$ cat src/hdl/lpct_pkg.sv
// ----------------------------------------------------------------------------
// lpct_pkg
// Shared types, register map and fixed-point constants for the lidar point
// crop and transform block.
// ----------------------------------------------------------------------------
package lpct_pkg;

  // fixed-point formats
  localparam int COORD_FRAC_BITS = 16;
  localparam int TRIG_FRAC_BITS  = 14;

  // coordinate width once the left-sensor offset has been applied
  localparam int COORD_XW = 33;

  // decimal constant in metres (scaled by 1e5) to coordinate format, ties up
  localparam longint CROP_X_OFS = ((longint'(13388) << COORD_FRAC_BITS) + 50000) / 100000;
  localparam longint CROP_Y_OFS = ((longint'(11369) << COORD_FRAC_BITS) + 50000) / 100000;
  localparam longint CROP_R     = ((longint'(35000) << COORD_FRAC_BITS) + 50000) / 100000;
  localparam longint CROP_R_SQ  = CROP_R * CROP_R;
  localparam longint LEFT_X_OFS = ((longint'(2843) << COORD_FRAC_BITS) + 50000) / 100000;
  localparam longint LEFT_Y_OFS = ((longint'(14337) << COORD_FRAC_BITS) + 50000) / 100000;
  localparam longint LEFT_Z_OFS = ((longint'(35000) << COORD_FRAC_BITS) + 50000) / 100000;

  // half an lsb of the trig scale, added before the rounding shift
  localparam longint RND_BIAS = longint'(1) << (TRIG_FRAC_BITS - 1);

  // queue between the classifier and the transform pipeline
  localparam int QUEUE_DEPTH = 4;

  // register map
  localparam int ADDR_W    = 5;
  localparam int REG_IDX_W = 3;
  localparam logic [REG_IDX_W-1:0] REG_ROLL_COS_SIN    = 3'd0;
  localparam logic [REG_IDX_W-1:0] REG_PITCH_COS_SIN   = 3'd1;
  localparam logic [REG_IDX_W-1:0] REG_YAW_COS_SIN     = 3'd2;
  localparam logic [REG_IDX_W-1:0] REG_SHIFT_X         = 3'd3;
  localparam logic [REG_IDX_W-1:0] REG_SHIFT_Y         = 3'd4;
  localparam logic [REG_IDX_W-1:0] REG_SHIFT_Z         = 3'd5;
  localparam logic [REG_IDX_W-1:0] REG_ONE_SENSOR_MODE = 3'd6;

  // input point
  typedef struct packed {
    logic               from_left;
    logic signed [31:0] px;
    logic signed [31:0] py;
    logic signed [31:0] pz;
    logic               scan_end;
  } in_item_t;

  // transformed point
  typedef struct packed {
    logic               kept;
    logic signed [31:0] qx;
    logic signed [31:0] qy;
    logic signed [31:0] qz;
    logic               scan_end_out;
  } out_item_t;

  // classified point, offset already applied
  typedef struct packed {
    logic                       kept;
    logic signed [COORD_XW-1:0] x;
    logic signed [COORD_XW-1:0] y;
    logic signed [COORD_XW-1:0] z;
    logic                       scan_end;
  } cls_item_t;

  // configuration register file contents
  typedef struct packed {
    logic [31:0]        roll_cos_sin;
    logic [31:0]        pitch_cos_sin;
    logic [31:0]        yaw_cos_sin;
    logic signed [31:0] shift_x;
    logic signed [31:0] shift_y;
    logic signed [31:0] shift_z;
    logic               one_sensor_mode;
  } cfg_t;

  localparam cfg_t CFG_RESET = '{
    roll_cos_sin:    32'h4000_0000,
    pitch_cos_sin:   32'h4000_0000,
    yaw_cos_sin:     32'h4000_0000,
    shift_x:         32'sd0,
    shift_y:         32'sd0,
    shift_z:         32'sd0,
    one_sensor_mode: 1'b0
  };

endpackage

$ cat src/hdl/lpct_front.sv
// ----------------------------------------------------------------------------
// lpct_front
// Accepts points, runs the radius crop and mode test, applies the
// left-sensor offset and hands classified points to the queue.
// ----------------------------------------------------------------------------
module lpct_front (
  input  logic                 clk_i,
  input  logic                 rst_ni,
  input  logic                 in_valid_i,
  output logic                 in_ready_o,
  input  lpct_pkg::in_item_t   in_data_i,
  input  logic                 one_sensor_mode_i,
  output logic                 cls_valid_o,
  input  logic                 cls_ready_i,
  output lpct_pkg::cls_item_t  cls_data_o
);
  import lpct_pkg::*;

  logic signed [COORD_XW-1:0] dx, dy;
  logic [31:0]                adx, ady;
  logic [63:0]                sqx_d, sqx_q, sqy_d, sqy_q;
  in_item_t                   item_q, item_d;
  logic                       vld_q, vld_d;
  logic [64:0]                dist_sq;
  logic                       keep;
  logic signed [COORD_XW-1:0] ofs_x, ofs_y, ofs_z;

  // offset from the crop centre, magnitude and square
  assign dx  = COORD_XW'($signed(in_data_i.px)) + COORD_XW'(CROP_X_OFS);
  assign dy  = COORD_XW'($signed(in_data_i.py)) + COORD_XW'(CROP_Y_OFS);
  assign adx = dx[COORD_XW-1] ? 32'(-dx) : 32'(dx);
  assign ady = dy[COORD_XW-1] ? 32'(-dy) : 32'(dy);

  assign in_ready_o = ~vld_q | cls_ready_i;

  always_comb begin
    vld_d  = vld_q;
    item_d = item_q;
    sqx_d  = sqx_q;
    sqy_d  = sqy_q;
    if (in_ready_o) begin
      vld_d  = in_valid_i;
      item_d = in_data_i;
      sqx_d  = {32'd0, adx} * {32'd0, adx};
      sqy_d  = {32'd0, ady} * {32'd0, ady};
    end
  end

  always_ff @(posedge clk_i or negedge rst_ni) begin
    if (!rst_ni) begin
      vld_q <= 1'b0;
    end else begin
      vld_q <= vld_d;
    end
  end

  always_ff @(posedge clk_i) begin
    item_q <= item_d;
    sqx_q  <= sqx_d;
    sqy_q  <= sqy_d;
  end

  // crop and mode decision
  assign dist_sq = {1'b0, sqx_q} + {1'b0, sqy_q};
  assign keep    = (dist_sq >= 65'(CROP_R_SQ)) & ~(item_q.from_left & one_sensor_mode_i);

  // left sensor mount offset
  assign ofs_x = item_q.from_left ? COORD_XW'(LEFT_X_OFS) : '0;
  assign ofs_y = item_q.from_left ? COORD_XW'(LEFT_Y_OFS) : '0;
  assign ofs_z = item_q.from_left ? COORD_XW'(LEFT_Z_OFS) : '0;

  assign cls_valid_o         = vld_q;
  assign cls_data_o.kept     = keep;
  assign cls_data_o.x        = COORD_XW'($signed(item_q.px)) + ofs_x;
  assign cls_data_o.y        = COORD_XW'($signed(item_q.py)) - ofs_y;
  assign cls_data_o.z        = COORD_XW'($signed(item_q.pz)) + ofs_z;
  assign cls_data_o.scan_end = item_q.scan_end;

endmodule

$ cat config.mk
export PLATFORM = sky130hd
export DESIGN_NAME = lpct_front
export DESIGN_NICKNAME = d
export VERILOG_FILES = /design/src/hdl/lpct_pkg.sv /design/src/hdl/lpct_front.sv
export SDC_FILE = /design/constraint.sdc
export NUM_CORES = 2
export LEC_CHECK = 0
export BUFFER_PORTS_ARGS = -buffer_cell sky130_fd_sc_hd__buf_2
export CORE_MARGIN = 2
export CORE_UTILIZATION = 35
export DETAILED_ROUTE_END_ITERATION = 6
export PLACE_DENSITY = 0.59
export SETUP_SLACK_MARGIN = 0.15
export SLEW_MARGIN = 10
export SYNTH_ARGS = -nofsm -noshare
export SYNTH_HDL_FRONTEND = slang
export SYNTH_SLANG_ARGS = --single-unit
$ cat constraint.sdc
create_clock -name clk_i -period 8.1 [get_ports clk_i]
set_input_delay 0.405 -clock clk_i [delete_from_list [all_inputs] [get_ports clk_i]]
set_output_delay 0.405 -clock clk_i [all_outputs]
set_load 0.01 [all_outputs]
Word level (Yosys, flattened, before mapping)
Cells that the tools add are included.
{"block": "totals", "reg_bits": 227, "in_bits": 103, "out_inout_bits": 103, "elab_cells": 29}
{"block": "op_classes", "addsub": 8, "mul": 2, "order_cmp": 1, "n_mux": 5, "bitwise": 5}
{"operator": "$mul A32 B32 Y64", "count": 2}
{"operator": "$add A64 B64 Y65", "count": 1}
{"operator": "$ge A65 B29 Y1 const B", "count": 1}
{"operator": "$mux W32", "count": 2}
{"operator": "$neg A32 Y32", "count": 2}
{"operator": "$add A32 B12 Y33", "count": 1}
{"operator": "$add A32 B14 Y33 const B", "count": 1}
{"operator": "$add A32 B15 Y33 const B", "count": 1}
{"operator": "$add A32 B16 Y33", "count": 1}
{"operator": "$sub A32 B15 Y33", "count": 1}
{"operator": "$mux W15", "count": 1}
{"operator": "$mux W14", "count": 1}
{"operator": "$mux W11", "count": 1}
{"operator": "$and A1 B1 Y1", "count": 2}
{"operator": "$not A1 Y1", "count": 2}
{"operator": "$or A1 B1 Y1", "count": 1}

Logic depth before layout (Yosys ltp)
{"block": "depth", "depth_word": 4, "depth_mapped": 44, "depth_no_buf": 42}

Worst setup path after synthesis
Ideal clock, no wire load.
{"block": "synth_timing", "kind": "input to register", "startpoint": "input port in_data_i[33] in the netlist's numbering", "endpoint": "register sqy_q[63], data pin", "setup_time_ps": 265, "arrival_ps": 10644, "t_required_ps": 7835, "setup_slack_ps": -2809, "path_stages": 41, "n_path_buf": 5, "cell_sequence": "clkbuf_1 -> inv_1 -> clkbuf_1 -> ha_1 -> nand2b_2 -> a211o_1 -> or4_1 -> o22a_1 -> o22ai_4 -> nand2_2 -> nor2_1 -> a21oi_1 -> xnor2_2 -> inv_2 -> buf_2 -> buf_6 -> nor2_1 -> fa_1 -> (+5 left out) -> fa_1 -> fa_1 -> fa_1 -> fa_1 -> ha_1 -> clkbuf_1 -> a2111oi_0 -> o21ai_0 -> a41oi_1 -> o21ai_0 -> a21oi_1 -> o21ai_1 -> o2bb2ai_1 -> a221oi_1 -> a21bo_2 -> o21ai_0 -> a221oi_1 -> xnor2_1"}
{"block": "synth_between", "elab_chain_cells": 4}
{"element": "start, declared", "line_no": "lpct_front.sv:11", "text": "input lpct_pkg::in_item_t in_data_i,"}
{"element": "$add A32 B14 Y33 *", "line_no": "lpct_front.sv:30", "text": "assign dy = COORD_XW'($signed(in_data_i.py)) + COORD_XW'(CROP_Y_OFS);"}
{"element": "$neg A32 Y32", "line_no": "lpct_front.sv:32", "text": "assign ady = dy[COORD_XW-1] ? 32'(-dy) : 32'(dy);"}
{"element": "$mux W32 *", "line_no": "lpct_front.sv:32"}
{"element": "$mul A32 B32 Y64 *", "line_no": "lpct_front.sv:45", "text": "sqy_d = {32'd0, ady} * {32'd0, ady};"}
{"element": "end signal, assigned", "line_no": "lpct_front.sv:60", "text": "sqy_q <= sqy_d;"}
{"element": "end, declared", "line_no": "lpct_front.sv:21", "text": "logic [63:0] sqx_d, sqx_q, sqy_d, sqy_q;"}
Every way passes the cells marked *; elsewhere a longest branch is shown, timed or not.
A chain may end at the register's enable or synchronous reset.

Worst setup path in the final report
{"block": "layout_timing", "startpoint": "input port in_data_i[67] in the netlist's numbering", "endpoint": "register sqx_q[62], data pin"}
{"block": "layout_between", "elab_chain_cells": 4}
{"element": "$add A32 B15 Y33 *", "line_no": "lpct_front.sv:29", "text": "assign dx = COORD_XW'($signed(in_data_i.px)) + COORD_XW'(CROP_X_OFS);"}
{"element": "$neg A32 Y32", "line_no": "lpct_front.sv:31", "text": "assign adx = dx[COORD_XW-1] ? 32'(-dx) : 32'(dx);"}
{"element": "$mux W32 *", "line_no": "lpct_front.sv:31"}
{"element": "$mul A32 B32 Y64 *", "line_no": "lpct_front.sv:44", "text": "sqx_d = {32'd0, adx} * {32'd0, adx};"}
{"element": "end signal, assigned", "line_no": "lpct_front.sv:59", "text": "sqx_q <= sqx_d;"}
{"element": "end, declared", "line_no": "lpct_front.sv:21"}
Marks and branches as above.

==> flow_summary.toml <==
[hold_path]
hold_start = "in_data_i[68]"
whs_path_depth = 1
holdPathEnd = "item_q[68]$_DFFE_PP_"
hp-class = "input port to flop"

[drt]
dr_total_vias = 59300
first_pass_iters = 5
postRouteAntennaNets = 0
drtIter0Drc = 3398
viasPerCell = 4.82
wl_per_cell_um = 18.0
routed_wl_mm = 222
drcViolationCount = 0

[cells_and_area]
final_cells = 12300
area_growth_pct = 27.9
fin_nets = 11900
drive_gt1_share_pct = 25.5

[synth]
synth_compound_area_share_pct = 7.79
yosysWarnings = 0
synth_fa_ha_area_share_pct = 54.9
yosysMostFrequentCell = "inv_1"
yosys.area_share.simple_pct = 10.7
synthTopCellsByCount = "2068 x inv_1, 1606 x fa_1, 713 x nand2_1"
avgSynthCellArea_um2 = 9.26
synth_edf_count = 222
ys_seq_elements = 223
async_flop_share_pct = 0.448
synthMuxAreaShare_pct = 0.183
syn-cell-area_um2 = 73100
synth_top_family_by_area = "adder cells"
synth-xor-area-share_pct = 5.03
synth_fp_nets = 10200
yosysTopAreaCellShare_pct = 44.0
synth.largest_area_cell = "fa_1"
ys_types = 107
synth_flop_cell = "edfxtp_1"
synth_area_leaders = "fa_1 44%, ha_1 11%, inv_1 11%, edfxtp_1 9.1%, nand2_1 3.7%"
yosysSeqAreaShare_pct = 9.15
syn_inst = 7894

[floorplanning]
start_util_pct = 35.3
core_um2 = 207000
die_w_um = 461
row_count = 167
die_area_um2 = 213000
boundaryPins = 206
dieHeight_um = 461

[place]
dpl.cell_count = 12100
routabilityCongestion = 0.949
dp_hpwl_mm = 192
port_buffers = 205

[cts]
cts_buffers = 29
cts_root_buf = "clkbuf_16"
clk_path_buf_depth = 3
clkLatencyLatePin_ns = 0.66
clock_sinks = 223
htreeDepth = 1
cts_tree = "built"
clk_pin_slew_worst_paths_ns = 0.06

[worst_setup_path]
required_ns = 8.48
reg2reg_slack_ns = 5.88
startpoint_type = "input port"
critical_path_class = "input port to flop"
path_max_fanout = 5
cp_slowest_stage_delay_ns = 0.56
r2r-start = "cls_valid_o$_DFFE_PN0P_"
r2r_cells = 2
rr_endpoint = "sqy_q[56]$_DFFE_PP_"
critPathArrivalTime_ns = 9.89
cp_slowest_cell = "fa_1"
cp-end-kind = "flop"
critPathMostFrequentCell = "fa_1"

[timing]
setup_violations = 79
worst_slew_pin_slew_ns = 0.994
slew_violations = 0
setup_ws_ns = -1.42
maxSlewHeadroom_pct = 33.7
fin_crit_ns = 9.52
fmax_mhz = 105
fin_setup_tns_ns = -69.65
rsz0062_at_grt = "true"
fin_crit_sh_pct = 117
finalHoldViolations = 0
finClkSkew_ns = 0.0237

[grt]
antenna_found_initial = 14
grtUsageTotal_pct = 21.4
grt_first_pass_wirelength_mm = 355
grt_max_degree = 114
overflow = 0
grt_pass1_vias = 65400

[status]
violations = "setup timing"
outcome = "complete, but fails checks"

[flow_run]
drv_cap = 0
area by class of cell:
class / instances / area (um2)
Inverter: 2094 / 7940
Multi-Input combinational cell: 5325 / 60300
Clock inverter: 24 / 185
Tap cell: 2788 / 3490
Fill cell: 19900 / 114000
Timing Repair Buffer: 1829 / 14200
Antenna cell: 1 / 2.50
Clock buffer: 30 / 729
Sequential cell: 223 / 6690
metal layers:
metal / track usage, % / vias up / wire, um / share of wire [%]
li1: - / 27200 / - / -
met1: 28.1 / 30100 / 92300 / 42
met2: 36.9 / 1592 / 109000 / 49
met3: 2.35 / 357 / 12500 / 5.6
met4: 6.57 / 0 / 8090 / 3.6
met5: 0 / - / 0 / 0
kinds of logic after synthesis:
group | Yosys count
multiplexers | 13
adder cells (fa/ha/maj) | 2245
XOR/XNOR | 408
buffers and inverters | 2346
AO/OA/AOI/OAI | 864
flip-flops | 223
AND/OR/NAND/NOR | 1795
critical path: cells and delay by family:
kind                       cells  cell delay, ns
buffers and inverters         12            1.35
adders and majority gates     10            4.36
muxes                          1            0.09
xor gates and xnor gates       2            0.27
AOI/OAI and AO/OA             14            2.92
and+or+nand+nor                4            0.52
worst max-delay path by stage:
stage,to,startpoint,cells after the start
floorplan,sqy_q[61]$_DFFE_PP_,in_data_i[33],40
global placement,sqx_q[62]$_DFFE_PP_,in_data_i[67],39
detailed placement,sqx_q[62]$_DFFE_PP_,in_data_i[67],39
CTS,sqy_q[61]$_DFFE_PP_,in_data_i[34],40
global route,sqx_q[62]$_DFFE_PP_,in_data_i[67],41
finish,sqx_q[62]$_DFFE_PP_,in_data_i[67],43
state kept, by name, summed over array words and instances, names as in the netlist:
register,count
cls_data_o,1
cls_valid_o,1
item_q,96
sqx_q,63
sqy_q,62
cells in the final DEF, fill, tap and decap left out, types with 92 or more instances in the layout:
master    instances
a21o_1          126
a21oi_1         200
buf_2           201
buf_4          1463
edfxtp_1        222
fa_1           1572
ha_1            609
inv_1          2015
nand2_1         663
nor2_1          561
o21ai_0          92
xnor2_1         185
xor2_1          146
stage by stage:
stage	cell area [um2]	setup slack [ns]	util, %	hold slack [ns]
floorplan	74100	-1.86	-	0.109
global placement	88900	-2.39	42.9	0.181
detailed placement	88900	-2.60	42.9	0.181
CTS	91900	-1.34	44.3	0.0113
global route	93500	-1.80	45.1	0.0404
finish	93500	-1.42	45.1	0.0620
what timing repair did:
| action | CTS | global route |
|---|---|---|
| hold endpoints to repair | 40 | 0 |
| buffers inserted | 70 | 53 |
| hold buffers | 40 | 0 |
| pin swaps | 147 | 236 |
| gates resized for setup | 256 | 309 |
| setup endpoints to repair | 100 | 102 |
Power is left out: the tool's default activity adds up to more than one toggle a clock period on the data nets, which glitch-free logic cannot reach.
