**src/hdl/lpct_pkg.sv**
```systemverilog
// ----------------------------------------------------------------------------
// lpct_pkg
// Shared types, register map and fixed-point constants for the lidar point
// crop and transform block.
// ----------------------------------------------------------------------------
package lpct_pkg;

  // fixed-point formats
  localparam int COORD_FRAC_BITS = 16;
  localparam int TRIG_FRAC_BITS  = 14;

  // coordinate width once the left-sensor offset has been applied
  localparam int COORD_XW = 33;

  // decimal constant in metres (scaled by 1e5) to coordinate format, ties up
  localparam longint CROP_X_OFS = ((longint'(13388) << COORD_FRAC_BITS) + 50000) / 100000;
  localparam longint CROP_Y_OFS = ((longint'(11369) << COORD_FRAC_BITS) + 50000) / 100000;
  localparam longint CROP_R     = ((longint'(35000) << COORD_FRAC_BITS) + 50000) / 100000;
  localparam longint CROP_R_SQ  = CROP_R * CROP_R;
  localparam longint LEFT_X_OFS = ((longint'(2843) << COORD_FRAC_BITS) + 50000) / 100000;
  localparam longint LEFT_Y_OFS = ((longint'(14337) << COORD_FRAC_BITS) + 50000) / 100000;
  localparam longint LEFT_Z_OFS = ((longint'(35000) << COORD_FRAC_BITS) + 50000) / 100000;

  // half an lsb of the trig scale, added before the rounding shift
  localparam longint RND_BIAS = longint'(1) << (TRIG_FRAC_BITS - 1);

  // queue between the classifier and the transform pipeline
  localparam int QUEUE_DEPTH = 4;

  // register map
  localparam int ADDR_W    = 5;
  localparam int REG_IDX_W = 3;
  localparam logic [REG_IDX_W-1:0] REG_ROLL_COS_SIN    = 3'd0;
  localparam logic [REG_IDX_W-1:0] REG_PITCH_COS_SIN   = 3'd1;
  localparam logic [REG_IDX_W-1:0] REG_YAW_COS_SIN     = 3'd2;
  localparam logic [REG_IDX_W-1:0] REG_SHIFT_X         = 3'd3;
  localparam logic [REG_IDX_W-1:0] REG_SHIFT_Y         = 3'd4;
  localparam logic [REG_IDX_W-1:0] REG_SHIFT_Z         = 3'd5;
  localparam logic [REG_IDX_W-1:0] REG_ONE_SENSOR_MODE = 3'd6;

  // input point
  typedef struct packed {
    logic               from_left;
    logic signed [31:0] px;
    logic signed [31:0] py;
    logic signed [31:0] pz;
    logic               scan_end;
  } in_item_t;

  // transformed point
  typedef struct packed {
    logic               kept;
    logic signed [31:0] qx;
    logic signed [31:0] qy;
    logic signed [31:0] qz;
    logic               scan_end_out;
  } out_item_t;

  // classified point, offset already applied
  typedef struct packed {
    logic                       kept;
    logic signed [COORD_XW-1:0] x;
    logic signed [COORD_XW-1:0] y;
    logic signed [COORD_XW-1:0] z;
    logic                       scan_end;
  } cls_item_t;

  // configuration register file contents
  typedef struct packed {
    logic [31:0]        roll_cos_sin;
    logic [31:0]        pitch_cos_sin;
    logic [31:0]        yaw_cos_sin;
    logic signed [31:0] shift_x;
    logic signed [31:0] shift_y;
    logic signed [31:0] shift_z;
    logic               one_sensor_mode;
  } cfg_t;

  localparam cfg_t CFG_RESET = '{
    roll_cos_sin:    32'h4000_0000,
    pitch_cos_sin:   32'h4000_0000,
    yaw_cos_sin:     32'h4000_0000,
    shift_x:         32'sd0,
    shift_y:         32'sd0,
    shift_z:         32'sd0,
    one_sensor_mode: 1'b0
  };

endpackage

```
**src/hdl/lpct_regs.sv**
```systemverilog
// ----------------------------------------------------------------------------
// lpct_regs
// APB-style configuration registers: trig pairs, translation and mode.
// ----------------------------------------------------------------------------
module lpct_regs (
  input  logic                        clk_i,
  input  logic                        rst_ni,
  input  logic                        psel,
  input  logic                        penable,
  input  logic                        pwrite,
  input  logic [lpct_pkg::ADDR_W-1:0] paddr,
  input  logic [31:0]                 pwdata,
  output logic [31:0]                 prdata,
  output logic                        pready,
  output lpct_pkg::cfg_t              cfg_o
);
  import lpct_pkg::*;

  cfg_t                 cfg_q, cfg_d;
  logic [REG_IDX_W-1:0] reg_idx;
  logic                 wr_en;

  assign reg_idx = paddr[ADDR_W-1:2];
  assign wr_en   = psel & penable & pwrite;
  assign pready  = 1'b1;

  // write decode
  always_comb begin
    cfg_d = cfg_q;
    if (wr_en) begin
      unique case (reg_idx)
        REG_ROLL_COS_SIN:    cfg_d.roll_cos_sin    = pwdata;
        REG_PITCH_COS_SIN:   cfg_d.pitch_cos_sin   = pwdata;
        REG_YAW_COS_SIN:     cfg_d.yaw_cos_sin     = pwdata;
        REG_SHIFT_X:         cfg_d.shift_x         = $signed(pwdata);
        REG_SHIFT_Y:         cfg_d.shift_y         = $signed(pwdata);
        REG_SHIFT_Z:         cfg_d.shift_z         = $signed(pwdata);
        REG_ONE_SENSOR_MODE: cfg_d.one_sensor_mode = pwdata[0];
        default:             cfg_d = cfg_q;
      endcase
    end
  end

  always_ff @(posedge clk_i or negedge rst_ni) begin
    if (!rst_ni) begin
      cfg_q <= CFG_RESET;
    end else begin
      cfg_q <= cfg_d;
    end
  end

  // read mux
  always_comb begin
    unique case (reg_idx)
      REG_ROLL_COS_SIN:    prdata = cfg_q.roll_cos_sin;
      REG_PITCH_COS_SIN:   prdata = cfg_q.pitch_cos_sin;
      REG_YAW_COS_SIN:     prdata = cfg_q.yaw_cos_sin;
      REG_SHIFT_X:         prdata = cfg_q.shift_x;
      REG_SHIFT_Y:         prdata = cfg_q.shift_y;
      REG_SHIFT_Z:         prdata = cfg_q.shift_z;
      REG_ONE_SENSOR_MODE: prdata = {31'd0, cfg_q.one_sensor_mode};
      default:             prdata = '0;
    endcase
  end

  assign cfg_o = cfg_q;

endmodule

```
**config.mk**
```make
export PLATFORM = sky130hd
export DESIGN_NAME = lpct_regs
export DESIGN_NICKNAME = d
export VERILOG_FILES = /design/src/hdl/lpct_pkg.sv /design/src/hdl/lpct_regs.sv
export SDC_FILE = /design/constraint.sdc
export NUM_CORES = 1
export LEC_CHECK = 0
export BUFFER_PORTS_ARGS = -buffer_cell sky130_fd_sc_hd__buf_2
export CAP_MARGIN = 20
export CORE_MARGIN = 10
export CORE_UTILIZATION = 52
export DETAILED_ROUTE_END_ITERATION = 6
export MAX_ROUTING_LAYER = met4
export PLACE_DENSITY_LB_ADDON = 0.05
export SLEW_MARGIN = 20
export SYNTH_ARGS = -nofsm -noshare
export SYNTH_HDL_FRONTEND = slang
export SYNTH_SLANG_ARGS = --single-unit
```
**constraint.sdc**
```tcl
create_clock -name clk_i -period 1.2 [get_ports clk_i]
set_input_delay 0.06 -clock clk_i [delete_from_list [all_inputs] [get_ports clk_i]]
set_output_delay 0.06 -clock clk_i [all_outputs]
set_load 0.01 [all_outputs]
```
==> Word-level counts from Yosys, hierarchy flattened <==
Cells that the tools add are included.
{ "word_totals": {"register_bits": 193, "in_bits": 42, "wordCells": 24} }
{ "classes": {"eq_ne": 6, "mux": 1, "n_bitwise": 2, "n_reduce_logical": 8} }
{ "ops": {"columns": ["op", "n"], "rows": [
  ["$pmux 32 s7", 1],
  ["$reduce_and 2->1", 7],
  ["$eq 3x3->1 const B", 3],
  ["$eq 3x2->1 const B", 2],
  ["$eq 3x1->1 const B", 1],
  ["$logic_not 3->1", 1],
  ["$and 1x1->1", 2]
]} }

==> Logic depth before layout (Yosys ltp) <==
Gate-level depths: netlist of run 1.
{ "depth": {"ltp_word": 3, "depth_mapped": 6, "ltp_nobuf": 3} }

==> Worst setup path before layout of run 1 <==
No wires, ideal clock.
{ "synth_timing": {"kind": "input port to flip-flop", "startpoint": "input port paddr[4] in the netlist's numbering", "endpoint": "register cfg_q (netlist bit cfg_o[66])", "setup_time_ns": 0.125, "arrival_time_ns": 1.144, "required_ns": 1.075, "path_slack_ns": -0.069, "path_stages": 5, "path_buffers": 2, "path_cell_list": "buf_2 nand2b_2 nor2_4 buf_4 mux2_2"} }
{ "synth_between": {"elab_chain_cells": 2} }
{ "synth_rtl": {"columns": ["item", "line_no", "text"], "rows": [
  ["start, declared", "lpct_regs.sv:11", "input logic [lpct_pkg::ADDR_W-1:0] paddr,"],
  ["$eq 3x2->1", "lpct_regs.sv:31", "unique case (reg_idx)"],
  ["$reduce_and 2->1 (no line)", null, null],
  ["end signal, assigned", "lpct_regs.sv:48", "cfg_q <= cfg_d;"],
  ["end, declared", "lpct_regs.sv:19", "cfg_t cfg_q, cfg_d;"]
]} }
No other way between the ends.
A chain may end at the register's enable or synchronous reset.

==> Worst setup path in the final report of run 1 <==
{ "layout_timing": {"startpoint": "register cfg_q (netlist bit cfg_o[166])", "endpoint": "output port prdata[5]"} }
{ "layout_between": {"elab_chain_cells": 1} }
{ "layout_rtl": {"columns": ["item", "line_no", "text"], "rows": [
  ["$pmux 32 s7", "lpct_regs.sv:54", "unique case (reg_idx)"],
  ["end, declared", "lpct_regs.sv:13", "output logic [31:0] prdata,"]
]} }
No other way between the ends.

==> results of run 1 <==
[cell families (layout without fill, tap and decap cells)]
logic type,Yosys count,after routing,share of synthesized area
AOI/OAI and AO/OA,59,59,0.0505
buffers and inverters,44,490,0.0297
DFF,193,193,0.546
muxes,273,273,0.342
other,1,2,0.000424
and+or+nand+nor,50,50,0.0315
[layout by cell type (no fill, tap or decap), types with 5 or more instances in the layout]
cell type	Yosys	layout
nand2_2	0	14
dlygate4sd3_1	0	33
mux2i_1	39	39
o21ai_1	0	7
mux2_1	10	10
o221ai_2	0	18
buf_2	15	245
a221oi_2	0	5
buf_4	19	127
a32oi_1	7	6
dfrtp_1	190	190
clkbuf_16	0	17
mux2_4	0	29
buf_12	0	20
buf_6	1	30
mux2_2	224	195
nand2_1	28	13
[Yosys cell counts (6+ instances only)]
library cell / instances
o221ai_1: 19
mux2_1: 10
a21oi_1: 7
buf_4: 19
dfrtp_1: 190
mux2_2: 224
clkbuf_1: 6
mux2i_1: 39
o21ai_0: 8
nand2_1: 28
a32oi_1: 7
a22oi_1: 7
buf_2: 15
[critical path, delay by kind of cell (launching register included)]
family	cells	cell delay [ns]
flip-flops	1	0.39
AO/OA/AOI/OAI	2	0.28
multiplexers	1	0.28
buffers and inverters	1	0.17
[cell type report]
cell class	count	area [um^2]
Tap cell	220	275
Antenna cell	1	2.50
Clock inverter	12	154
Multi-Input combinational cell	383	4140
Inverter	2	7.51
Timing Repair Buffer	456	3260
Sequential cell	193	4830
Fill cell	1019	3510
Clock buffer	20	457
[what timing repair did]
action                     4_1_cts  5_1_grt
hold endpoints to repair       385        0
pin swaps                       31        6
gates resized for setup         79       45
hold buffers                    33        0
setup endpoints to repair       32       42
buffers inserted                51       18
[report_power, final]
part           leakage (nW)  total, mW  internal (mW)  switching, mW
clock                 0.305       5.90           3.40           2.50
combinational          3.91       6.90           3.72           3.18
sequential             2.46       8.77           7.79          0.978
[metal layers]
metal,up-vias,GRT usage,routed length (um)
met3,59,0.0606,2240
met5,-,-,0
met4,0,0.101,846
met1,3688,0.328,12200
li1,3172,-,-
met2,272,0.440,15100
[final timing paths]
kind / end / slack (ns) / depth (start not counted)
max: prdata[5] / -0.41 / 4
min: cfg_o[153]$_DFFE_PN0P_ / 0.1 / 2
max in group asynchronous: cfg_o[191]$_DFFE_PN1P_ / 0.51 / 3
min in group clk_i: cfg_o[0]$_DFFE_PN0P_ / 0.24 / 4
max reg2reg: cfg_o[177]$_DFFE_PN0P_ / 0.15 / 3
min reg2reg: cfg_o[12]$_DFFE_PN0P_ / 0.52 / 1
==> impl_metrics.py, run 1 <==
metrics = {
    "placed_design": {
        "pre_cts_ws_ns": -0.263,
        "portBuffers": 264,
        "place_congestion": 0.879,
        "dpl.hpwl_um": 20500,
        "dpl.cell_count": 1157,
        "dpl_cell_area_mm2": 0.0112,
    },
    "synthesis": {
        "synth_top_cell_area_share": 0.537,
        "synth_seq_area_share": 0.546,
        "synth-async-reset-ratio": 1.00,
        "synth-edff-count": 0,
        "syn-num-nets": 662,
        "synth_cells": 620,
        "synth.largest_area_cell": "dfrtp_1",
        "syn_area_per_cell_um2": 14.3,
        "ys_seq_elements": 193,
        "ys.flop_type": "dfrtp_1",
        "yosysUniqueCellTypes": 34,
        "yosysWarnings": 0,
        "yosys-top-cells-area": "dfrtp_1 54%, mux2_2 28%, mux2i_1 4.4%, o221ai_1 1.9%, buf_4 1.6%",
        "synth_area_mm2": 0.00885,
    },
    "cts": {
        "cts-htree-levels": 4,
        "root_buffer": "clkbuf_16",
        "numCtsBuffers": 17,
        "clkTransAtPathRegs_ns": 0.07,
        "cts_tree": "done",
        "cts.path.max_buffers": 2,
        "cts_sinks": 193,
        "worstSkewPairLatency_ns": 0.43,
    },
    "grt": {
        "grt_usage": 0.272,
        "antenna_found_initial": 1,
        "grt_pass1_wl_um": 46000,
        "grt_pass1_vias": 7919,
        "grt_max_degree": 44,
        "overflow": 0,
    },
    "worst_setup_path": {
        "critPathMaxFanout": 2,
        "start_kind": "flip-flop",
        "crit_slowest_cell": "dfrtp_1",
        "arrival_ns": 1.55,
        "crit_start": "cfg_o[166]$_DFFE_PN0P_",
        "slowest_delay_ns": 0.39,
        "cp.required_ns": 1.14,
        "worstSetupPathType": "reg -> out",
        "end_kind": "output pin",
        "rr_startpoint": "cfg_o[177]$_DFFE_PN0P_",
        "path_cells": "mux2_4, a221oi_2, a31oi_1, buf_2",
    },
    "job": {
        "maxCapViolCount": 0,
    },
    "sta": {
        "finalHoldViolCount": 0,
        "finalCritPeriodShare": 1.35,
        "finalSetupViolCount": 48,
        "fin_ws_ns": -0.414,
        "fmax_mhz": 619,
        "fin_skew_ns": 0,
        "fin_tns_setup_ns": -10.27,
        "rsz0062_at_grt": "yes",
        "fin_hold_ws_ns": 0.0970,
        "maxSlewViolCount": 0,
        "period_needed_ns": 1.61,
    },
    "pwr": {
        "ir_drop_mv": 1.11,
        "total_power_mw": 21.6,
        "p_per_area_mw_per_mm2": 1640,
        "p_leak_nw": 6.67,
    },
    "layout": {
        "postLayoutCellArea_mm2": 0.0131,
        "nets": 1095,
        "finish.utilization": 0.789,
        "area_delta_synth_final_pct": 48.3,
        "largest_reg_flops": 193,
        "drive_above_1_share": 0.695,
        "fin_cells": 1287,
    },
    "floorplan": {
        "die_y_um": 150,
        "start_util": 0.532,
        "die_width_um": 150,
        "core_region_area_mm2": 0.0166,
        "ioPinCount": 268,
        "die_area_mm2": 0.0226,
        "num_rows": 47,
    },
    "hold_path": {
        "holdCritPathClass": "in -> async",
    },
    "routing": {
        "vias_per_cell": 5.59,
        "routed_wl_um": 30400,
        "drt_iter0_drc": 283,
        "dr.pass1.iters": 5,
        "wire_per_inst_um": 23.6,
        "vias": 7191,
        "ant_nets": 0,
        "drc": 0,
    },
    "outcome": {
        "outcome": "finished with violations",
        "violations": "negative setup slack",
    },
}
No activity file was read; power rests on OpenSTA's default activity.
==> run 2, diff against run 1 <==
==> constraint.sdc (replaced) <==
create_clock -name clk_i -period 1.2 [get_ports clk_i]
set_input_delay 0.18 -clock clk_i [delete_from_list [all_inputs] [get_ports clk_i]]
set_output_delay 0.18 -clock clk_i [all_outputs]
set_load 0.01 [all_outputs]
==> run 2 against run 1 <==
Compared with the run above: the flow still finishes with violations (negative setup slack); setup slack worse by 0.23 ns; sequential power up 2.9%; register-to-register slack worse by 0.10 ns; clock skew unchanged; non-clock buffer count up 16; design area up 11%; hold slack worse by 0.052 ns; critical path depth unchanged; critical path type unchanged; critical endpoint is now prdata[26]; largest cell class unchanged; largest power group unchanged.
==> impl_metrics.py, run 2 (synthesized netlist as in run 1, its figures left out) <==
metrics = {
    "outcome": {
        "outcome": "finished with violations",
        "violations": "negative setup slack",
    },
    "layout": {
        "multi_input_area_mm2": 0.00447,
        "area_delta_synth_final_pct": 64.1,
        "final_cell_mix": "219 x buf_6, 188 x dfrtp_1, 141 x buf_2",
        "final_common_cell": "buf_6",
        "drive_above_1_share": 0.743,
        "fillers": 759,
        "largest_reg_flops": 193,
        "area.sequential_mm2": 0.00484,
        "nets": 1111,
    },
    "sta": {
        "worst_pin_slew_ns": 0.605,
        "fin_tns_setup_ns": -20.91,
        "rsz0062_at_grt": "yes",
        "finalHoldViolCount": 0,
        "fin_ws_ns": -0.646,
        "maxSlewViolCount": 0,
        "period_needed_ns": 1.85,
        "fin_skew_ns": 0,
        "finalSetupViolCount": 128,
        "slew_headroom": 0.596,
        "finalCritPeriodShare": 1.54,
        "fmax_mhz": 542,
    },
    "grt": {
        "grt_max_degree": 40,
        "grt_use_met3": 0.0681,
        "grt_usage": 0.285,
        "grt_pass1_vias": 8011,
        "antenna_found_initial": 2,
        "overflow": 0,
        "use_met1": 0.334,
        "met2_usage": 0.470,
        "grt_pass1_wl_um": 47900,
        "busiest_layer": "met2",
    },
    "worst_setup_path": {
        "crit_slowest_cell": "dfrtp_1",
        "reg2reg_setup_slack_ns": 0.05,
        "crit_start": "cfg_o[187]$_DFFE_PN0P_",
        "end_kind": "output pin",
        "crit_buf_inv": 1,
        "worstSetupPathType": "reg -> out",
        "arrival_ns": 1.67,
        "endpoint": "prdata[26]",
        "path_delay_family": "flip-flops",
        "critPathMaxFanout": 2,
        "path_cells": "mux2_2, a221oi_2, a31oi_1, buf_2",
        "rr_worst_depth": 4,
        "slowest_delay_ns": 0.41,
        "crit_cells": 4,
        "start_kind": "flip-flop",
        "cp.required_ns": 1.02,
        "rr_startpoint": "cfg_o[76]$_DFFE_PN0P_",
        "rr_endpoint": "cfg_o[76]$_DFFE_PN0P_",
    },
    "routing": {
        "ant_nets": 0,
        "dr.pass1.iters": 5,
        "drt_iter0_drc": 377,
        "drc": 0,
        "vias_per_cell": 5.81,
        "vias": 7580,
        "routed_wl_um": 34600,
        "wire_per_inst_um": 26.6,
    },
    "placed_design": {
        "place_congestion": 0.883,
        "pre_cts_ws_ns": -0.559,
        "portBuffers": 264,
        "dpl.hpwl_um": 21300,
    },
    "cts": {
        "root_buffer": "clkbuf_16",
        "clkTransAtPathRegs_ns": 0.07,
        "cts-htree-levels": 4,
        "numCtsBuffers": 17,
        "cts.path.max_buffers": 2,
        "worstSkewPairLatency_ns": 0.43,
        "cts_sinks": 193,
        "cts_tree": "done",
    },
    "pwr": {
        "swShare": 0.313,
        "clkPwrFrac": 0.243,
        "p_int_mw": 16.4,
        "power.switching_mw": 7.47,
        "ir_drop_mv": 1.11,
        "power_frac_comb": 0.379,
        "p_leak_nw": 7.17,
        "p_per_area_mw_per_mm2": 1640,
        "power.share.sequential": 0.378,
    },
    "floorplan": {
        "ioPinCount": 268,
        "die_area_mm2": 0.0226,
        "start_util": 0.532,
        "die_width_um": 150,
        "num_rows": 47,
        "die_y_um": 150,
        "core_region_area_mm2": 0.0166,
    },
    "job": {
        "maxCapViolCount": 0,
    },
    "hold_path": {
        "holdCritPathClass": "in -> reg",
    },
}
## run 2: cell count changes in the layout (fill, tap and decap cells not counted), sizes merged
cell         change
diode            +1
clkinvlp         +2
clkbuf           +2
dlygate4sd3     -32
buf             +45
inv              +3
bufinv           -1
clkinv           -3
## run 2: worst min-delay path by stage
stage | startpoint | to | cells past startpoint
after floorplan | rst_ni | cfg_o[0]$_DFFE_PN0P_ | 0
after global placement | rst_ni | cfg_o[88]$_DFFE_PN0P_ | 1
after detailed placement | rst_ni | cfg_o[120]$_DFFE_PN0P_ | 1
after CTS | pwdata[1] | cfg_o[66]$_DFFE_PN0P_ | 2
after global routing | pwdata[29] | cfg_o[94]$_DFFE_PN0P_ | 2
final | pwdata[29] | cfg_o[158]$_DFFE_PN0P_ | 2
## run 2: what timing repair did
| item | 4_1_cts | 5_1_grt |
|---|---|---|
| setup endpoints to repair | 118 | 214 |
| gates cloned | 0 | 2 |
| hold endpoints to repair | 62 | 0 |
| gates resized for setup | 219 | 104 |
| pin swaps | 21 | 8 |
| hold buffers | 1 | 0 |
| setup buffers | 49 | 75 |
## run 2: through the flow
stage                util  hold WS (ns)  power (mW)  cells  cell area [um^2]
floorplan               -        -0.116        11.9    620              9450
global placement    0.716         0.130        15.0   1194             11900
detailed placement  0.716         0.134        15.3   1194             11900
CTS                 0.826        0.0282        22.7   1256             13700
global route        0.872        0.0414        24.7   1304             14500
finish              0.872        0.0448        23.8   1304             14500
## run 2: area by class of cell
cell class	count	area share
Sequential cell	193	0.333
Clock inverter	13	0.0103
Antenna cell	2	0.000345
Inverter	2	0.000517
Timing Repair Buffer	472	0.298
Clock buffer	19	0.0305
Tap cell	220	0.0190
Multi-Input combinational cell	383	0.308
## run 2: power by group through the flow
stage | combinational, mW | sequential (mW) | clock (mW)
CTS | 8.04 | 8.83 | 5.81
global route | 9.48 | 9.13 | 6.10
finish | 9.02 | 9.02 | 5.79
detailed placement | 6.40 | 8.86 | 0
global placement | 6.25 | 8.77 | 0
floorplan | 2.51 | 9.36 | 0
## run 2: per-layer routing
layer | wire length (um) | vias to the layer above
li1 | - | 3197
met1 | 13000 | 3940
met2 | 18000 | 356
met3 | 2610 | 87
met4 | 1050 | 0
met5 | 0 | -
