[config.mk]
export PLATFORM = sky130hd
export DESIGN_NAME = lpct_queue
export DESIGN_NICKNAME = d
export VERILOG_FILES = /design/src/hdl/lpct_pkg.sv /design/src/hdl/lpct_queue.sv
export SDC_FILE = /design/constraint.sdc
export NUM_CORES = 1
export LEC_CHECK = 0
export BUFFER_PORTS_ARGS = -buffer_cell sky130_fd_sc_hd__buf_2
export CAP_MARGIN = 10
export CORE_MARGIN = 2
export CORE_UTILIZATION = 57
export DETAILED_ROUTE_END_ITERATION = 7
export GPL_TIMING_DRIVEN = 0
export PLACE_DENSITY = 0.77
export SKIP_CTS_REPAIR_TIMING = 1
export SYNTH_ARGS = -nofsm -noshare
export SYNTH_HDL_FRONTEND = slang
export SYNTH_SLANG_ARGS = --single-unit
[constraint.sdc]
create_clock -name clk_i -period 4.2 [get_ports clk_i]
set_input_delay 0.42 -clock clk_i [delete_from_list [all_inputs] [get_ports clk_i]]
set_output_delay 0.42 -clock clk_i [all_outputs]
set_load 0.1 [all_outputs]
[src/hdl/lpct_pkg.sv]
// ----------------------------------------------------------------------------
// lpct_pkg
// Shared types, register map and fixed-point constants for the lidar point
// crop and transform block.
// ----------------------------------------------------------------------------
package lpct_pkg;

  // fixed-point formats
  localparam int COORD_FRAC_BITS = 16;
  localparam int TRIG_FRAC_BITS  = 14;

  // coordinate width once the left-sensor offset has been applied
  localparam int COORD_XW = 33;

  // decimal constant in metres (scaled by 1e5) to coordinate format, ties up
  localparam longint CROP_X_OFS = ((longint'(13388) << COORD_FRAC_BITS) + 50000) / 100000;
  localparam longint CROP_Y_OFS = ((longint'(11369) << COORD_FRAC_BITS) + 50000) / 100000;
  localparam longint CROP_R     = ((longint'(35000) << COORD_FRAC_BITS) + 50000) / 100000;
  localparam longint CROP_R_SQ  = CROP_R * CROP_R;
  localparam longint LEFT_X_OFS = ((longint'(2843) << COORD_FRAC_BITS) + 50000) / 100000;
  localparam longint LEFT_Y_OFS = ((longint'(14337) << COORD_FRAC_BITS) + 50000) / 100000;
  localparam longint LEFT_Z_OFS = ((longint'(35000) << COORD_FRAC_BITS) + 50000) / 100000;

  // half an lsb of the trig scale, added before the rounding shift
  localparam longint RND_BIAS = longint'(1) << (TRIG_FRAC_BITS - 1);

  // queue between the classifier and the transform pipeline
  localparam int QUEUE_DEPTH = 4;

  // register map
  localparam int ADDR_W    = 5;
  localparam int REG_IDX_W = 3;
  localparam logic [REG_IDX_W-1:0] REG_ROLL_COS_SIN    = 3'd0;
  localparam logic [REG_IDX_W-1:0] REG_PITCH_COS_SIN   = 3'd1;
  localparam logic [REG_IDX_W-1:0] REG_YAW_COS_SIN     = 3'd2;
  localparam logic [REG_IDX_W-1:0] REG_SHIFT_X         = 3'd3;
  localparam logic [REG_IDX_W-1:0] REG_SHIFT_Y         = 3'd4;
  localparam logic [REG_IDX_W-1:0] REG_SHIFT_Z         = 3'd5;
  localparam logic [REG_IDX_W-1:0] REG_ONE_SENSOR_MODE = 3'd6;

  // input point
  typedef struct packed {
    logic               from_left;
    logic signed [31:0] px;
    logic signed [31:0] py;
    logic signed [31:0] pz;
    logic               scan_end;
  } in_item_t;

  // transformed point
  typedef struct packed {
    logic               kept;
    logic signed [31:0] qx;
    logic signed [31:0] qy;
    logic signed [31:0] qz;
    logic               scan_end_out;
  } out_item_t;

  // classified point, offset already applied
  typedef struct packed {
    logic                       kept;
    logic signed [COORD_XW-1:0] x;
    logic signed [COORD_XW-1:0] y;
    logic signed [COORD_XW-1:0] z;
    logic                       scan_end;
  } cls_item_t;

  // configuration register file contents
  typedef struct packed {
    logic [31:0]        roll_cos_sin;
    logic [31:0]        pitch_cos_sin;
    logic [31:0]        yaw_cos_sin;
    logic signed [31:0] shift_x;
    logic signed [31:0] shift_y;
    logic signed [31:0] shift_z;
    logic               one_sensor_mode;
  } cfg_t;

  localparam cfg_t CFG_RESET = '{
    roll_cos_sin:    32'h4000_0000,
    pitch_cos_sin:   32'h4000_0000,
    yaw_cos_sin:     32'h4000_0000,
    shift_x:         32'sd0,
    shift_y:         32'sd0,
    shift_z:         32'sd0,
    one_sensor_mode: 1'b0
  };

endpackage

[src/hdl/lpct_queue.sv]
// ----------------------------------------------------------------------------
// lpct_queue
// Short register queue between the classifier and the transform pipeline.
// ----------------------------------------------------------------------------
module lpct_queue (
  input  logic                 clk_i,
  input  logic                 rst_ni,
  input  logic                 push_valid_i,
  output logic                 push_ready_o,
  input  lpct_pkg::cls_item_t  push_data_i,
  output logic                 pop_valid_o,
  input  logic                 pop_ready_i,
  output lpct_pkg::cls_item_t  pop_data_o
);
  import lpct_pkg::*;

  localparam int PTR_W = $clog2(QUEUE_DEPTH);
  localparam int CNT_W = $clog2(QUEUE_DEPTH + 1);

  cls_item_t        mem_q [QUEUE_DEPTH];
  logic [PTR_W-1:0] wr_ptr_q, wr_ptr_d, rd_ptr_q, rd_ptr_d;
  logic [CNT_W-1:0] cnt_q, cnt_d;
  logic             push, pop;

  assign push_ready_o = (cnt_q != CNT_W'(QUEUE_DEPTH));
  assign pop_valid_o  = (cnt_q != '0);
  assign push         = push_valid_i & push_ready_o;
  assign pop          = pop_valid_o & pop_ready_i;
  assign pop_data_o   = mem_q[rd_ptr_q];

  // pointer and fill count update
  always_comb begin
    wr_ptr_d = wr_ptr_q;
    rd_ptr_d = rd_ptr_q;
    cnt_d    = cnt_q;
    if (push) begin
      wr_ptr_d = (wr_ptr_q == PTR_W'(QUEUE_DEPTH - 1)) ? '0 : wr_ptr_q + PTR_W'(1);
    end
    if (pop) begin
      rd_ptr_d = (rd_ptr_q == PTR_W'(QUEUE_DEPTH - 1)) ? '0 : rd_ptr_q + PTR_W'(1);
    end
    if (push & ~pop) begin
      cnt_d = cnt_q + CNT_W'(1);
    end else if (pop & ~push) begin
      cnt_d = cnt_q - CNT_W'(1);
    end
  end

  always_ff @(posedge clk_i or negedge rst_ni) begin
    if (!rst_ni) begin
      wr_ptr_q <= '0;
      rd_ptr_q <= '0;
      cnt_q    <= '0;
    end else begin
      wr_ptr_q <= wr_ptr_d;
      rd_ptr_q <= rd_ptr_d;
      cnt_q    <= cnt_d;
    end
  end

  // storage
  always_ff @(posedge clk_i) begin
    if (push) begin
      mem_q[wr_ptr_q] <= push_data_i;
    end
  end

endmodule

After elaboration in Yosys (flattened, before gate mapping) --
Memories as Yosys holds them, arrays and structs flattened. Cells that the tools add are included.
Operators by class: add/sub/neg operators 4, multiply operators 0, div/mod/pow operators 0, magnitude comparators 0, eq/ne operators 3, shifts and indexed selects 0, multiplexer cells 6, bitwise gates (word level) 6, reductions and logical operators 2
Operators by type and width (count):
- 3-bit two-way mux | 2
- 2-bit by 1-bit adder with 2-bit output (second input constant) | 2
- 1-bit AND | 4
- 2-bit == test (second input constant) | 2
- 2-bit two-way mux | 2
- 3-bit by 1-bit adder with 3-bit output (second input constant) | 1
- 3-bit != test (second input constant) | 1
- 3-bit nonzero test | 1
- 3-bit by 1-bit subtractor with 3-bit output (second input constant) | 1
- 1-bit two-way mux | 2
- 1-bit inverter | 2
- 2-bit nonzero test | 1
Storage, ports and cells: register bits after elaboration 7, bits in latches 0, bits in writable memories 404, bits in read-only memories 0, input port bits 105, output and inout bits 103, word-level logic and storage cells 25, memories 1
Memory list:
- mem_q | words 4, width 101, read ports 1, clocked after memory_dff 0, wr ports 1, RTL line lpct_queue.sv:20 | cls_item_t mem_q [QUEUE_DEPTH];

Longest topological paths before layout --
Gate-level depths: netlist of the first run.
depth in word-level cells 6, mapped depth 8, mapped depth without buffers 8

Least setup slack after synthesis of the first run --
Ideal clock, no wire load.
path kind register to register, start point reg cnt_q[0], end point mem mem_q[0][0] (netlist bit), enable pin, library setup time 0.471 ns, data arrival time 3.193 ns, data required time 3.729 ns, slack 0.536 ns, stages on the path, launching flop included 4, buffers on the path 0, clock period less this slack 3.664 ns, cells stage by stage dfrtp_1 -> nor2_1 -> a21boi_1 -> and2_1
On the way: cells in the longest elaborated chain, start to end 4
Ends and longest elaborated chain:
- start, declared | RTL line lpct_queue.sv:22 | logic [CNT_W-1:0] cnt_q, cnt_d;
- start signal, assigned | RTL line lpct_queue.sv:57 | cnt_q <= cnt_d;
- 3-bit != test | RTL line lpct_queue.sv:25 | assign push_ready_o = (cnt_q != CNT_W'(QUEUE_DEPTH));
- 1-bit AND | RTL line lpct_queue.sv:27 | assign push = push_valid_i & push_ready_o;
- via push | RTL line lpct_queue.sv:23 | logic push, pop;
- 1-bit two-way mux | RTL line lpct_queue.sv:63 | if (push) begin
- 1-bit two-way mux (not written as such) | RTL line lpct_queue.sv:64 | mem_q[wr_ptr_q] <= push_data_i;
- end, declared | RTL line lpct_queue.sv:20
The timed path passes the listed nets, and every way through them passes these cells.

==> impl_metrics.yaml, run 1 <==
floorplan:
  core.rowCount: 59
  die_width_um: 167
  die_y_um: 167
  start_util_pct: 58.0
  core_area_um2: 26000
  dieArea_um2: 27800
  ios: 208
grt:
  antenna_found_initial: 3
  grt_pass1_vias: 7407
  grt_use_met2_pct: 34.9
  grtUsageMet1_pct: 26.3
  busiest_layer: "met2"
  use_met3_pct: 4.82
  grt_overflow_total: 0
  track_usage_pct: 20.3
  grt_pass1_wl_um: 42700
  grt_max_degree: 55
synthesis:
  yosysSeqAreaShare_pct: 81.6
  netlist_instances: 565
  yosysWarnings: 0
  synth_nets: 677
  avgSynthCellArea_um2: 26.7
  ys_types: 20
  post_synth_instance_area_um2: 15100
  ys_ff_latch: 411
critical_path:
  cp_cell_sequence: "buf_2 > buf_2 > mux4_2 > buf_2"
  cp_top_family: "buffers and inverters"
  reg2reg_slack_ns: 1.62
  r2r_end: "mem_q[0][65]"
  critPathCaptureType: "output pin"
  regToRegStartpoint: "cnt_q[0]"
  rr_worst_depth: 4
  critical_path_class: "reg2out"
  crit_buf_inv: 3
  crit_path_start_kind: "register"
  worst_path_most_repeated_cell: "buf_2"
  max_stage_delay_ns: 0.43
  critPathRequiredTime_ns: 3.78
  slowest_stage: "buf_2"
  worst_ep_arrival_time_ns: 2.35
  crit_fanout: 10
route:
  vias_per_cell: 5.73
  num_vias: 6791
  drt_iter0_drc: 538
  dr.pass1.iters: 5
  drc: 0
  avgRoutedWirePerCell_um: 23.3
  ant_nets: 0
  routed_wirelength_um: 27700
clocking:
  clkTransAtPathRegs_ns: 0.06
  clock_path_buffers: 3
  cts_made_buffers: 40
  clk_latency_ns: 0.54
  cts_root_buf: "clkbuf_16"
  cts_tree: "yes"
  htree_levels: 2
  clock-sinks: 411
timing:
  fin_worst_skew_ns: 0.0155
  postLayoutSetupSlackWorst_ns: 1.43
  setup_tns_ns: 0
  hold_viol_final: 0
  min_period_over_period_pct: 65.9
  finalSetupViolCount: 0
  worst_slew_pin_slew_ns: 0.792
  max-slew-margin-rel_pct: 47.2
  fin_crit_ns: 2.77
  fmax_mhz: 361
  finalMaxSlewViolations: 0
  rsz0062_at_grt: "no"
job:
  maxCapViolCount: 0
min_path:
  hold_depth: 1
  hp-class: "in2reg"
  holdCritStartpoint: "push_data_i[34]"
  worstHoldEndpoint: "mem_q[1][34]"
finish:
  drive_gt1_share_pct: 46.1
  finalNetCount: 931
  syn2layout_area_growth_pct: 18.3
run_status:
  status: "complete, no violations"
placed_design:
  dp_hpwl_um: 16900
  dp_slack_ns: 1.61
  portBuffers: 207
  place.gp.congestion: 0.726
area by class of cell:
class | count | area, um^2
Buffer | 23 | 241
Clock inverter | 18 | 111
Timing Repair Buffer | 212 | 1160
Multi-Input combinational cell | 128 | 2520
Tap cell | 335 | 419
Antenna cell | 3 | 7.51
Clock buffer | 53 | 1050
Inverter | 3 | 11.3
Sequential cell | 411 | 12300
Fill cell | 1613 | 8160
sequential cells by signal (all words and copies together) (netlist names):
name	flops
mem_q	404
wr_ptr_q	2
rd_ptr_q	2
cnt_q	3
layout by cell type (no fill, tap or decap), types with 5 or more instances in the layout:
cell type    n
buf_12       7
buf_2      216
clkbuf_1    15
clkbuf_16   40
clkinv_1     9
clkinv_2     5
dfrtp_1      7
edfxtp_1   404
ha_1         6
mux2_2       5
mux4_2     101
cell families after synthesis:
family                     count (synthesis)  share of synthesized area, %
and+or+nand+nor                           11                         0.357
adders and majority gates                  7                         0.631
buffers and inverters                     26                          1.68
xor gates and xnor gates                   3                         0.174
AOI/OAI and AO/OA                          1                        0.0498
muxes                                    106                          15.5
DFF                                      411                          81.6
layer usage:
layer  vias to the layer above  wire length (um)
met3                        50              1910
met4                         2               679
met5                         -                 7
met2                       233             14400
met1                      3550             10700
li1                       2956                 -
through the flow:
step                      hold WS (ns)  util (%)  cell area, um^2  cells
after detailed placement         0.267      64.1            16600   1111
after CTS                       -0.290      68.5            17800   1182
after floorplan                  0.124         -            15100    565
final                           0.0901      68.6            17800   1186
after global routing            0.0774      68.6            17800   1184
after global placement           0.254      63.6            16500   1107
cells in the mapped netlist, drive strengths merged:
library cell,instances,area [um^2]
and2,4,25.0
xnor2,1,8.76
inv,3,11.3
buf,21,234
nand2,2,7.51
ha,6,75.1
mux4,101,2270
xor2,2,17.5
dfrtp,7,175
a21boi,1,7.51
edfxtp,404,12100
clkbuf,2,7.51
nor2,4,15.0
fa,1,20.0
or3,1,6.26
mux2,5,56.3
worst reg2reg max path, cell delays in order (launching register included):
cell	delay, ns
dfrtp_1	0.44
nor2_1	0.08
a21boi_1	0.54
and2_4	0.78
buf_16	0.38
worst max-delay path by stage:
stage	start	end	slack, ns	cells after the start
5_1_grt	rd_ptr_q[1]	pop_data_o[78]	1.30	4
3_5_place_dp	cnt_q[0]	mem_q[0][28]	1.61	4
4_1_cts	rd_ptr_q[1]	pop_data_o[78]	1.35	4
3_3_place_gp	push_valid_i	mem_q[2][24]	-0.99	3
2_1_floorplan	cnt_q[0]	mem_q[0][0]	0.54	3
6_report	rd_ptr_q[1]	pop_data_o[74]	1.43	4
Power of run 1 is not shown: default switching activity piles up to over one toggle a cycle in this logic, so the estimate is an artifact.
==> run 2, diff against run 1 <==
==> constraint.sdc (replaced) <==
create_clock -name clk_i -period 2.7 [get_ports clk_i]
set_input_delay 0.27 -clock clk_i [delete_from_list [all_inputs] [get_ports clk_i]]
set_output_delay 0.27 -clock clk_i [all_outputs]
set_load 0.1 [all_outputs]
==> run 2 against run 1 <==
Effect of this change: setup slack lost 1.4 ns; count of clock-buffer cells in the layout is the same; critical path depth is the same; final cell count grew 8.3%; hold slack gained 0.050 ns; non-clock buffer count grew 101; core utilization grew 4.4 points; flip-flop and latch count is the same; final area grew 6.5%; highest routed layer is now met4.
==> impl_metrics.yaml, run 2 (synthesis gave the netlist of run 1 again) <==
grt:
  antenna_found_initial: 0
  use_met3_pct: 4.87
  grt_overflow_total: 0
  track_usage_pct: 20.1
  grt_max_degree: 60
  grt_pass1_vias: 7452
  grtUsageMet1_pct: 26.2
  grt_pass1_wl_um: 42600
  grt_use_met2_pct: 34.4
  busiest_layer: "met2"
finish:
  layout_commonest_cell: "edfxtp_1"
  most-common-layout-cells: "404 x edfxtp_1, 200 x buf_2, 102 x dlygate4sd3_1, 101 x mux4_2, 41 x clkbuf_16"
  largest-register: "mem_q"
  fillers: 1471
  n_antenna_cell: 0
  largest_reg_flops: 404
  layoutNonFillerInstCount: 1285
  drive_gt1_share_pct: 41.9
  syn2layout_area_growth_pct: 25.9
  finalNetCount: 1032
  top_regs: "mem_q (404), cnt_q (3)"
floorplan:
  core_area_um2: 26000
  die_y_um: 167
  core.rowCount: 59
  ios: 208
  dieArea_um2: 27800
  start_util_pct: 58.0
  die_width_um: 167
placed_design:
  dp.cells: 1111
  place.gp.congestion: 0.735
  dp_hpwl_um: 16800
  portBuffers: 207
critical_path:
  critPathRequiredTime_ns: 2.43
  slowest_stage: "dfrtp_1"
  crit_fanout: 10
  max_stage_delay_ns: 0.44
  cp_top_family: "buffers and inverters"
  cp_cell_sequence: "buf_2 > buf_2 > mux4_2 > buf_2"
  crit_buf_inv: 3
  worst_path_most_repeated_cell: "buf_2"
  worst_ep_arrival_time_ns: 2.35
  critical_path_class: "reg2out"
  critPathCaptureType: "output pin"
  crit_path_start_kind: "register"
clocking:
  clock-sinks: 411
  cts_made_buffers: 40
  cts_tree: "yes"
  clkTransAtPathRegs_ns: 0.06
  clock_path_buffers: 3
  htree_levels: 2
  clk_latency_ns: 0.51
  cts_root_buf: "clkbuf_16"
run_status:
  status: "complete, no violations"
route:
  drt_iter0_drc: 633
  num_vias: 7228
  vias_per_cell: 5.62
  drc: 0
  avgRoutedWirePerCell_um: 23.0
  dr.pass1.iters: 5
  ant_nets: 0
  routed_wirelength_um: 29500
timing:
  min_period_over_period_pct: 97.2
  fin_crit_ns: 2.62
  fin_worst_skew_ns: 0.0118
  worst_slew_pin_slew_ns: 0.852
  hold_viol_final: 0
  fmax_mhz: 381
  max-slew-margin-rel_pct: 43.2
  finalMaxSlewViolations: 0
  finalSetupViolCount: 0
job:
  maxCapViolCount: 0
min_path:
  hp-class: "in2async"
-- run 2: cell types whose count changed in the layout (fill, tap and decap cells not counted), moves of 3 or more --
| cell | change |
|---|---|
| dlygate4sd3_1 | +101 |
| buf_2 | -16 |
| clkbuf_4 | +16 |
| clkbuf_1 | -4 |
| bufinv_16 | +3 |
| clkbuf_8 | +3 |
| diode_2 | -3 |
-- run 2: routing by layer --
layer / up-vias / share of wire (%)
met1: 3737 / 39
li1: 3162 / -
met3: 45 / 6.4
met5: - / 0
met4: 0 / 1.8
met2: 284 / 52
-- run 2: metrics by stage --
stage	hold slack, ns	util (%)	setup WS, ns	setup TNS (ns)	area (um^2)
after floorplan	-0.0256	-	0.138	0	15100
after global placement	0.105	63.6	-0.760	-302.30	16500
after detailed placement	0.129	64.1	0.150	0	16600
after CTS	-0.424	69.0	-0.0198	-0.0525	17900
after global routing	0.145	73.0	-0.0191	-0.0578	19000
final	0.140	73.0	0.0768	0	19000
-- run 2: cell type report --
type / instances / area [um^2] / share of cell area [%]
plain buffers: 23 / 246 / 1.30
clock buffers: 53 / 1100 / 5.80
clock inverters: 19 / 168 / 0.883
inverters: 3 / 11.3 / 0.0593
multi-input cells: 128 / 2530 / 13.3
flip-flops and latches: 411 / 12300 / 64.8
well taps: 335 / 419 / 2.21
repair buffers: 313 / 2200 / 11.6
-- run 2: worst reg2reg max path, cell delays in order (launching register included) --
cell      delay, ns
dfrtp_1        0.42
nor2_1         0.10
a21boi_2       0.33
and2_4         0.75
buf_16         0.34
-- run 2: final timing paths --
check	endpoint	slack, ns	cells past startpoint	startpoint
min	cnt_q[1]	0.14	2	rst_ni
max reg2reg	mem_q[1][83]	0.37	4	cnt_q[1]
min in group clk_i	rd_ptr_q[0]	0.20	3	pop_ready_i
max in group asynchronous	wr_ptr_q[0]	2.38	2	rst_ni
max	pop_data_o[75]	0.08	4	rd_ptr_q[1]
min reg2reg	cnt_q[2]	0.55	1	cnt_q[2]
Power of run 2 is left out for the same reason.
==> run 3, diff against run 2 <==
--- a/config.mk
+++ b/config.mk
@@ -8,10 +8,11 @@
 export BUFFER_PORTS_ARGS = -buffer_cell sky130_fd_sc_hd__buf_2
 export CAP_MARGIN = 10
 export CORE_MARGIN = 2
-export CORE_UTILIZATION = 57
+export CORE_UTILIZATION = 59
+export CTS_BUF_LIST = sky130_fd_sc_hd__clkbuf_8
 export DETAILED_ROUTE_END_ITERATION = 7
 export GPL_TIMING_DRIVEN = 0
-export PLACE_DENSITY = 0.77
+export PLACE_DENSITY = 0.8
 export SKIP_CTS_REPAIR_TIMING = 1
 export SYNTH_ARGS = -nofsm -noshare
 export SYNTH_HDL_FRONTEND = slang
==> run 3 against run 2 <==
Effect of this change: via count up 0.98%; critical path depth up 1; sequential share of layout area up 0.44 points; global-route usage up 0.33 points; core utilization up 2.0 points; critical endpoint is now pop_data_o[76].
==> impl_metrics.yaml, run 3 (synthesis gave the netlist of run 1 again) <==
route:
  dr.pass1.iters: 6
  drt-met1-wl_um: 11200
  top_layer: "met4"
  routed-wl-met2_um: 15800
  avgRoutedWirePerCell_um: 22.3
  wl_met3_um: 1820
  num_vias: 7299
  drc: 0
  ant_nets: 0
  vias_per_cell: 5.51
  drt_iter0_drc: 628
  routed_wirelength_um: 29500
finish:
  top_regs: "mem_q (404), cnt_q (3)"
  fillers: 1418
  final_util_pct: 75.1
  n_antenna_cell: 0
  largest_reg_flops: 404
  layout_commonest_cell: "edfxtp_1"
  drive_gt1_share_pct: 41.6
  largest-register: "mem_q"
  most-common-layout-cells: "404 x edfxtp_1, 178 x buf_2, 102 x dlygate4sd3_1, 101 x mux4_2, 61 x clkbuf_8"
  finalNetCount: 1053
  syn2layout_area_growth_pct: 25.1
critical_path:
  critPathRequiredTime_ns: 2.43
  critical_path_class: "reg2out"
  r2r_end: "mem_q[3][18]"
  worst_ep_arrival_time_ns: 2.32
  critPathLaunch: "rd_ptr_q[0]"
  regToRegStartpoint: "cnt_q[0]"
  reg2reg_slack_ns: 0.22
  crit_fanout: 10
  critPathCaptureType: "output pin"
  crit_path_start_kind: "register"
  rr_worst_depth: 4
floorplan:
  dieArea_um2: 26800
  core.rowCount: 58
  core_area_um2: 25100
  die_width_um: 164
  ios: 208
  start_util_pct: 60.0
  die_y_um: 164
clocking:
  clock-sinks: 411
  clk_latency_ns: 0.60
  cts_tree: "yes"
  clkTransAtPathRegs_ns: 0.06
  cts_root_buf: "clkbuf_8"
  cts_made_buffers: 61
  clock_path_buffers: 3
  htree_levels: 2
placed_design:
  dp_slack_ns: 0.198
  portBuffers: 207
  dp_hpwl_um: 16900
  place.gp.congestion: 0.740
timing:
  hold_viol_final: 0
  setup_tns_ns: 0
  worst_slew_pin_slew_ns: 0.685
  finalMaxSlewViolations: 0
  fmax_mhz: 386
  max-slew-margin-rel_pct: 54.3
  rsz0062_at_grt: "no"
  finalSetupViolCount: 0
  fin_crit_ns: 2.59
  fin_worst_skew_ns: 0.0273
  postLayoutSetupSlackWorst_ns: 0.111
  min_period_over_period_pct: 95.9
grt:
  grt_overflow_total: 0
  grt_pass1_wl_um: 40800
  grt_pass1_vias: 7446
  antenna_found_initial: 0
  track_usage_pct: 20.4
  grt_max_degree: 63
run_status:
  status: "complete, no violations"
job:
  maxCapViolCount: 0
min_path:
  hp-class: "in2async"
[run 3: changes by cell type in the layout (fill, tap and decap cells not counted), moves of 18 or more]
| cell | previous run | this run |
|---|---|---|
| buf_2 | 200 | 178 |
| clkbuf_16 | 41 | 0 |
| clkbuf_4 | 16 | 38 |
| inv_1 | 3 | 22 |
| clkbuf_8 | 3 | 61 |
| clkinv_1 | 8 | 26 |
[run 3: worst max-delay path: stages, from the launching register on]
cell and delay, ns:
dfrtp_1 0.38, buf_6 0.13, buf_12 0.18, buf_8 0.18, mux4_2 0.55, clkbuf_4 0.31
[run 3: final cells by class]
class	instances	area, um^2	area share (%)
Tap cell	330	413	2.19
Clock inverter	55	254	1.35
Timing Repair Buffer	313	2250	11.9
Multi-Input combinational cell	128	2520	13.4
Sequential cell	411	12300	65.3
Inverter	3	11.3	0.0597
Buffer	23	253	1.34
Clock buffer	61	840	4.45
[run 3: per-stage QoR]
step	std cells	instance area, um^2	hold WS (ns)
3_3_place_gp	1102	16500	0.101
5_1_grt	1324	18900	0.0592
4_1_cts	1222	17700	-0.533
6_report	1324	18900	0.0719
3_5_place_dp	1106	16600	0.118
2_1_floorplan	565	15100	-0.0256
[run 3: per-layer routing]
layer	up-vias	GRT usage (%)
met3	54	4.75
met4	0	7.34
li1	3207	-
met5	-	0
met1	3756	26.2
met2	282	34.7
[run 3: worst max-delay path by stage]
stage                     endpoint  slack, ns  depth (start not counted)
finish              pop_data_o[76]       0.11                          5
global route        pop_data_o[76]       0.02                          5
CTS                 pop_data_o[61]      -0.02                          4
detailed placement    mem_q[0][43]       0.20                          4
global placement      mem_q[1][27]      -0.74                          3
floorplan              mem_q[0][0]       0.14                          3
Power of run 3 is left out for the same reason.
